File: src/rtl/crcfrc_pkg.sv
// shared types and constants of the framed record checker
`timescale 1ns / 1ps
package crcfrc_pkg;

	localparam int POS_W = 13;

	localparam logic [31:0] MAGIC_CURRENT = 32'h3652_5543;
	localparam logic [31:0] MAGIC_PRESET  = 32'h3645_5250;
	localparam logic [31:0] CRC_POLY      = 32'hEDB8_8320;
	localparam logic [31:0] CRC_INIT      = 32'hFFFF_FFFF;
	localparam logic [POS_W-1:0] HEADER_BYTES = 13'd8;

	typedef enum logic [1:0] {
		CFG_RECORD_KIND    = 2'd0,
		CFG_SCHEMA_VERSION = 2'd1,
		CFG_PAYLOAD_SIZE   = 2'd2
	} cfg_index_t;

	typedef enum logic [1:0] {
		REG_HEADER  = 2'd0,
		REG_NAME    = 2'd1,
		REG_PAYLOAD = 2'd2,
		REG_CRC     = 2'd3
	} region_t;

	typedef enum logic [2:0] {
		ERR_NONE    = 3'd0,
		ERR_MAGIC   = 3'd1,
		ERR_VERSION = 3'd2,
		ERR_KIND    = 3'd3,
		ERR_LENGTH  = 3'd4,
		ERR_NAME    = 3'd5,
		ERR_CRC     = 3'd6
	} err_t;

	typedef struct packed {
		logic             record_kind;
		logic [7:0]       schema_version;
		logic [POS_W-1:0] payload_size;
	} cfg_t;

	typedef struct packed {
		logic [7:0] out_byte;
		region_t    region;
		logic       record_done;
		logic       record_ok;
		err_t       error_code;
	} res_t;

endpackage

File: src/rtl/crcfrc_check.sv
// per-byte record check: position, running crc, first error and verdict
`timescale 1ns / 1ps
module crcfrc_check
	import crcfrc_pkg::*;
#(
	parameter int NAME_BYTES        = 16,
	parameter int MAX_PAYLOAD_BYTES = 4096
) (
	input  logic       clk,
	input  logic       arst_n,
	input  cfg_t       cfg,
	input  logic       step,
	input  logic [7:0] in_byte,
	input  logic       in_start,
	output res_t       res
);

	localparam logic [POS_W-1:0] NAME_LEN = POS_W'(NAME_BYTES);
	localparam logic [POS_W-1:0] MAX_PAY  = POS_W'(MAX_PAYLOAD_BYTES);

	logic [POS_W-1:0] pos_q;
	logic [31:0]      crc_q;
	err_t             ferr_q;
	logic [7:0]       hlen_q;

	logic [POS_W-1:0] pay, name_len, last_pos, trl_start, pos_raw, pos;
	logic [31:0]      crc_cur, crc_nxt, fin;
	err_t             ferr_cur, hit, err_nxt;
	logic             done;
	region_t          region;
	logic [7:0]       magic_b, crc_b;
	logic [1:0]       k;

	function automatic logic [31:0] crc_byte(input logic [31:0] c, input logic [7:0] b);
		logic [31:0] r;
		r = c ^ {24'd0, b};
		for (int i = 0; i < 8; i++) begin
			r = r[0] ? ((r >> 1) ^ CRC_POLY) : (r >> 1);
		end
		return r;
	endfunction

	function automatic logic name_char_ok(input logic [7:0] c);
		return c == 8'h20 || c == 8'h2D || c == 8'h5F ||
		       (c >= 8'h41 && c <= 8'h5A) || (c >= 8'h30 && c <= 8'h39);
	endfunction

	always_comb begin
		// clamp payload size into 1 .. max
		if (cfg.payload_size == '0)
			pay = POS_W'(1);
		else if (cfg.payload_size > MAX_PAY)
			pay = MAX_PAY;
		else
			pay = cfg.payload_size;
		name_len  = cfg.record_kind ? NAME_LEN : '0;
		last_pos  = HEADER_BYTES + name_len + pay + POS_W'(3);
		trl_start = last_pos - POS_W'(3);

		// start marker clears the record state before the byte is used
		pos_raw  = in_start ? '0 : pos_q;
		crc_cur  = in_start ? CRC_INIT : crc_q;
		ferr_cur = in_start ? ERR_NONE : ferr_q;

		done = pos_raw >= last_pos;
		pos  = done ? last_pos : pos_raw;

		if (pos < HEADER_BYTES)
			region = REG_HEADER;
		else if (pos < HEADER_BYTES + name_len)
			region = REG_NAME;
		else if (pos < trl_start)
			region = REG_PAYLOAD;
		else
			region = REG_CRC;

		magic_b = 8'((cfg.record_kind ? MAGIC_PRESET : MAGIC_CURRENT) >> {pos[1:0], 3'b000});
		fin     = crc_cur ^ CRC_INIT;
		k       = pos[1:0] - trl_start[1:0];
		crc_b   = 8'(fin >> {k, 3'b000});

		hit = ERR_NONE;
		unique case (region)
			REG_HEADER: begin
				if (pos < POS_W'(4)) begin
					if (in_byte != magic_b) hit = ERR_MAGIC;
				end else if (pos == POS_W'(4)) begin
					if (in_byte != cfg.schema_version) hit = ERR_VERSION;
				end else if (pos == POS_W'(5)) begin
					if (cfg.record_kind && in_byte != 8'd1) hit = ERR_KIND;
				end else if (pos == POS_W'(7)) begin
					if ({in_byte, hlen_q} != {3'd0, pay}) hit = ERR_LENGTH;
				end
			end
			REG_NAME: begin
				if (!name_char_ok(in_byte)) hit = ERR_NAME;
			end
			REG_PAYLOAD: ;
			REG_CRC: begin
				if (in_byte != crc_b) hit = ERR_CRC;
			end
		endcase

		err_nxt = (ferr_cur != ERR_NONE) ? ferr_cur : hit;
		crc_nxt = (region != REG_CRC) ? crc_byte(crc_cur, in_byte) : crc_cur;

		res.out_byte    = in_byte;
		res.region      = region;
		res.record_done = done;
		res.error_code  = done ? err_nxt : ERR_NONE;
		res.record_ok   = done && (err_nxt == ERR_NONE);
	end

	always_ff @(posedge clk or negedge arst_n) begin
		if (!arst_n) begin
			pos_q  <= '0;
			crc_q  <= CRC_INIT;
			ferr_q <= ERR_NONE;
			hlen_q <= '0;
		end else if (step) begin
			if (region == REG_HEADER && pos == POS_W'(6))
				hlen_q <= in_byte;
			if (done) begin
				pos_q  <= '0;
				crc_q  <= CRC_INIT;
				ferr_q <= ERR_NONE;
			end else begin
				pos_q  <= pos + POS_W'(1);
				crc_q  <= crc_nxt;
				ferr_q <= err_nxt;
			end
		end
	end

endmodule

File: config.mk
export PLATFORM = sky130hd
export DESIGN_NAME = crcfrc_check
export DESIGN_NICKNAME = d
export VERILOG_FILES = /design/src/rtl/crcfrc_pkg.sv /design/src/rtl/crcfrc_check.sv
export SDC_FILE = /design/constraint.sdc
export NUM_CORES = 1
export LEC_CHECK = 0
export BUFFER_PORTS_ARGS = -buffer_cell sky130_fd_sc_hd__buf_2
export CORE_MARGIN = 2
export CORE_UTILIZATION = 25
export CTS_CLUSTER_DIAMETER = 30
export DETAILED_ROUTE_END_ITERATION = 12
export SLEW_MARGIN = 20
export SYNTH_ARGS = -nofsm -noshare
export SYNTH_HDL_FRONTEND = slang
export SYNTH_SLANG_ARGS = --single-unit
File: constraint.sdc
create_clock -name clk -period 7.52 [get_ports clk]
set_input_delay 0.752 -clock clk [delete_from_list [all_inputs] [get_ports clk]]
set_output_delay 0.752 -clock clk [all_outputs]
set_load 0.02 [all_outputs]
# [Yosys cells after proc, flatten, opt, wreduce, memory -nomap -nowiden]
# Cells that the tools add are included.
[word_totals] ff_bits=56 in_bits=34 out_inout_bits=15
[classes] n_addsub=6 n_lt_le_gt_ge=10 eq_ne=15 shifts=2 mux=36 n_bitwise=10 reduce_logical=14
[op_table] operator="two-way mux 32 bit" n=11
[op_table] operator="NOT 13 -> 14 bit" n=8
[op_table] operator="two-way mux 13 bit" n=5
[op_table] operator="equality test 13 x 3 -> 1 bit, second input constant" n=4
[op_table] operator="two-way mux 3 bit" n=11
[op_table] operator="NOT 32 bit" n=1
[op_table] operator=">> shifter 32 x 5 -> 8 bit" n=1
[op_table] operator="bitwise XOR 32 x 8 -> 32 bit" n=1
[op_table] operator=">> shifter 30 x 5 -> 8 bit" n=1
[op_table] operator="inequality test 8 bit" n=3
[op_table] operator="two-way mux 21 bit" n=1
[op_table] operator="equality test 8 x 6 -> 1 bit, second input constant" n=2
[op_table] operator="inequality test 16 x 13 -> 1 bit" n=1
[op_table] operator="adder 13 x 1 -> 13 bit, second input constant" n=1
[op_table] operator="adder 13 bit" n=1
[op_table] operator="adder 13 x 2 -> 13 bit, second input constant" n=1
[op_table] operator=">= comparator 13 bit" n=1
[op_table] operator="> comparator 13 bit, second input constant" n=1
[op_table] operator="logical NOT 13 bit" n=1
[op_table] operator="less-than comparator 13 bit" n=1
[op_table] operator="less-than comparator 13 x 3 -> 1 bit, second input constant" n=1
[op_table] operator="less-than comparator 13 x 4 -> 1 bit, second input constant" n=1
[op_table] operator="less-than comparator 13 x 6 -> 1 bit" n=1
[op_table] operator="subtractor 13 x 2 -> 13 bit, second input constant" n=1
[op_table] operator="other kinds (21)" n=32

# [Longest topological paths before layout]
[logic_depth] depth_word=20 mapped_depth=35

# [Least setup slack after synthesis]
# Ideal clock, no wire load.
[synth_path] path_type="input-to-output" startpoint="in cfg[5] in the netlist's numbering" endpoint="out res[1] in the netlist's numbering" arrival_ps=7473 setup_slack_ps=-705 cell_stages=28 path_cell_list="buf_2 nor4_1 nand4_1 a21oi_1 inv_1 ha_1 nor2b_1 o221ai_1 xor2_1 nor2_1 inv_1 ha_1 nand4_1 or4b_4 a311oi_4 nor3_1 a21oi_2 ha_1 xor2_1 mux4_2 nor4bb_1 a21oi_1 o32ai_1 nand4_1 and2_1 inv_1 a221o_1 a21oi_1"
[synth_rtl] element="start, declared" line="crcfrc_check.sv:11" text="input cfg_t cfg,"
[synth_rtl] element="end, declared" line="crcfrc_check.sv:15" text="output res_t res"

==> flow_results.org <==
** Final layout
- Number of diodes :: 0
- After routing the design area is 7900 sq um.
- Synthesis-to-layout area growth :: 20.4%
- Cells with a size suffix above 1 make up 29.6% of the layout.
- Count of nets after finishing :: 905

** Place
- I/O Buffers :: 48
- The placed instances occupy a cell area of 7500 sq um.
- Final weighted congestion in routability-driven placement :: 0.893
- Detailed placement finished with a half-perimeter wire length of 15600 um.

** Worst setup path
- Worst path arrival time :: 6690 ps
- RR Endpoint :: crc_q[12]$_DFFE_PN1P_
- Of all nets on the critical path, the largest fanout is 8.
- Counting both buffers and inverters, the worst setup path holds a total of 8.
- Gate family responsible for the most delay along the worst path :: simple AND/OR/NAND/NOR gates
- The number of cells on the worst reg-to-reg path is 22.
- STA classifies the critical path endpoint as an output port.
- Kind of start point of the critical path :: input port
- The critical path in this run is classified as input port to output port.
- The setup check on the worst reg-to-reg path leaves a slack of 1740 ps.
- In this run the critical register-to-register path is launched from pos_q[6]$_DFFE_PN0P_.
- Required time at the worst-slack endpoint :: 6770 ps
- The largest individual stage delay along the critical path comes from the cell or4b_4.
- In this design, the stage delay of the slowest critical-path cell is 570 ps.

** Clock tree
- Hold_buf cts :: 0
- The root buffer cell chosen for the clock tree is clkbuf_16.
- The clock tree synthesis step divided the H-tree into 2 levels.
- The number of clock buffers added by TritonCTS is 5.
- Clock latency at the later pin of the worst-skew pair :: 320 ps
- TritonCTS built the clock tree.
- Largest buffer count on any clock path :: 2
- Number of clock sinks :: 56
- After clock tree synthesis, the clock-pin slew on the worst setup and hold paths is 90 ps.

** STA
- The final count of hold timing violations is 0.
- After layout, the worst path uses 99.0% of the clock period.
- Measured slew at the worst slew-check pin :: 1060 ps
- Setup violations remaining at the end of the flow were counted as 0.
- Fin Hold WS :: 525 ps
- The final max-slew violation count was 0.
- Counting I/O delays and the setup requirement, the final critical path takes 7450 ps.
- Setup_tns :: 0 ps
- Timing would allow up to 134 MHz.
- In this run the tightest slew margin relative to its limit is 29.3%.
- Unrepaired setup endpoints after global routing :: yes
- Clock skew on the completed layout was measured at 13.3 ps.

** Detailed routing
- Using the TritonRoute via totals, the vias-per-cell ratio works out to 5.13.
- Before antenna repair, the detailed router went through 5 iterations.
- After the first detailed-routing iteration, the DRC count stood at 494.
- Summing over every cut layer, the via total after detailed routing is 6046.
- In the final routed layout, each cell accounts on average for 17.7 um.
- Final ANT Viol Nets :: 0
- After detailed routing, the number of remaining DRC violations is 0.
- Final Routed Wirelength :: 20800 um

** Synth
- In the synthesized netlist the dominant register cell turns out to be dfstp_2.
- Count of state elements after synthesis :: 56
- For this run, the register share of the synthesized area comes to 22.0%.
- In this run, synthesis inferred 0 flip-flops with an integrated enable.
- Post-Synthesis Mean Instance Area :: 8.52 sq um
- Netlist cell types :: 82
- The cell area that synthesis handed to floorplanning was 6560 sq um.
- Of all flip-flops after synthesis, the portion carrying an async set or reset was 100%.
- The Yosys step of the flow raised 0 warnings.
- When the netlist entered floorplanning its net count stood at 832.
- Cells after synthesis :: 770

** Global routing
- Initial antenna violation count :: 0
- The total overflow left after global routing is 0.
- Entering global routing, the biggest net connects 57 pins.
- Total global routing track utilization :: 14.8%
- The first global-routing pass estimated 33200 um of wire.
- Number of global-route vias before repair :: 5955

** Die
- The die is 166 um tall.
- Core outline area :: 25900 sq um
- Die Span X :: 166 um
- Starting density of the core :: 25.3%
- In this run the count of I/O pins placed on the die edge is 49.
- In this run the core area contains 59 standard-cell rows.
- The floorplan step defined a die boundary enclosing 27600 sq um.

** Worst hold path
- Hold Crit Endpoint :: crc_q[0]$_DFFE_PN1P_
- Worst hold-check path type :: flop to flop
- Along the worst hold path, the cell count comes to 1.
- Hold Startpoint :: crc_q[0]$_DFFE_PN1P_

** Job
- Maximum capacitance violations :: 0

** Status
- Run status :: finished, final reports clean

** Power and ir drop
- Dividing total power by cell area gives a power density of 334 nW/um^2.
- The analysis attributes to cell leakage a power of 3.01 nW.
- The worst-case IR drop observed on VDD is 0.159 mV.
-- flip-flops by register name (all words and copies together) (netlist names) --
signal,count
crc_q,32
ferr_q,3
hlen_q,8
pos_q,13
-- worst max path at each step --
stage / to / depth (start not counted) / start / slack (ps)
2_1_floorplan: res[3] / 31 / cfg[5] / 20
3_3_place_gp: res[3] / 31 / cfg[9] / -20
3_5_place_dp: res[3] / 31 / cfg[9] / -210
4_1_cts: res[3] / 33 / cfg[9] / 10
5_1_grt: res[3] / 32 / cfg[5] / -230
6_report: res[3] / 32 / cfg[5] / 70
-- cells in the mapped netlist, types with 3 or more instances --
master	n	area share (%)
buf_4	9	1.0
or3_1	10	0.95
nor4_1	4	0.38
mux4_2	8	2.7
mux2_2	9	1.5
dfrtp_1	24	9.2
nor4bb_1	7	1.1
or4_1	5	0.57
a2bb2oi_2	28	6.4
a221oi_1	4	0.53
buf_1	7	0.40
a31oi_1	8	0.76
xor2_1	34	4.5
clkbuf_1	24	1.4
nand2b_1	6	0.57
o32ai_1	8	1.1
nor2_1	88	5.0
o2111ai_1	5	0.67
o21ai_1	4	0.31
buf_6	3	0.51
nand3_1	20	1.5
dfstp_2	32	13
xnor2_1	102	14
a21o_1	6	0.69
and3_1	3	0.29
nand4_1	12	1.1
nor2b_1	10	0.95
nor3_1	11	0.84
buf_2	12	0.92
nor3b_1	6	0.69
o221ai_1	6	0.80
mux2i_1	4	0.61
nand3b_1	3	0.34
a21oi_1	36	2.7
nand2_1	37	2.1
a2bb2oi_1	4	0.53
inv_1	38	2.2
ha_1	28	5.3
o21ai_0	34	2.6
o22ai_1	15	1.4
o21a_1	3	0.34
-- metrics by stage --
step           total power, W  utilization (%)  instances  worst slack [ps]
2_1_floorplan         0.00188                -        770              16.1
3_3_place_gp          0.00226             29.0       1162             -15.2
3_5_place_dp          0.00229             29.0       1162              -211
4_1_cts               0.00259             29.9       1173              9.83
5_1_grt               0.00283             30.5       1179              -225
6_report              0.00264             30.5       1179              74.4
-- per-layer routing --
layer / GRT usage (%) / routed length [um]
met5: 0 / 0
met4: 2.57 / 140
met3: 1.88 / 759
met2: 25.3 / 10100
met1: 20.4 / 9870
-- area by class of cell --
cell class              count  area (sq um)
clock buffers               5           125
clock inverters             3          27.5
fillers                  2749         18000
inverters                  43           163
multi-input cells         615          4860
flip-flops and latches     56          1440
well taps                 335           419
repair buffers            122           863
-- report_power, final --
| group | internal [W] | switching [W] | leakage, nW | total [W] |
|---|---|---|---|---|
| clock | 0.000128 | 0.000140 | 0.0719 | 0.000268 |
| sequential | 0.000491 | 0.000159 | 0.652 | 0.000650 |
| combinational | 0.000863 | 0.000861 | 2.29 | 0.00172 |
| total | 0.00148 | 0.00116 | 3.01 | 0.00264 |
-- cell usage in the layout, fill, tap and decap left out, types with 5 or more instances in the layout --
cell type / n
clkbuf_16: 5
buf_4: 70
nor2_1: 85
dfrtp_1: 24
inv_1: 34
ha_1: 24
inv_2: 6
nor2b_1: 8
or4_1: 5
o32ai_1: 8
nand4_1: 12
mux4_2: 8
xor2_1: 33
or3_1: 10
nor4bb_1: 6
o221ai_1: 5
xnor2_1: 102
a21oi_1: 33
nand3_1: 20
nor3_1: 11
dfstp_2: 32
o2111ai_1: 5
nand2_1: 37
o21ai_1: 6
o21ai_0: 31
a21o_1: 6
nor3b_1: 6
nand2b_1: 6
buf_6: 6
buf_2: 43
a31oi_1: 8
o22ai_1: 15
mux2_2: 9
a2bb2oi_2: 28
-- what timing repair did --
item	4_1_cts	5_1_grt
gates resized for setup	11	26
setup buffers	4	7
setup endpoints to repair	3	10
pin swaps	12	21
endpoints found under the hold margin	0	0
-- logic make-up (layout without fill, tap and decap cells) --
logic type,Yosys count,count (layout),share of synthesized area (%)
compound gates,195,195,24.5
xor+xnor,136,136,18.2
simple gates,233,233,17.8
mux,22,22,5.11
flops,56,56,22.0
fa+ha+maj,29,29,5.49
buf+inv,99,173,6.94
Note: power is estimated with default switching activity, not from simulation.
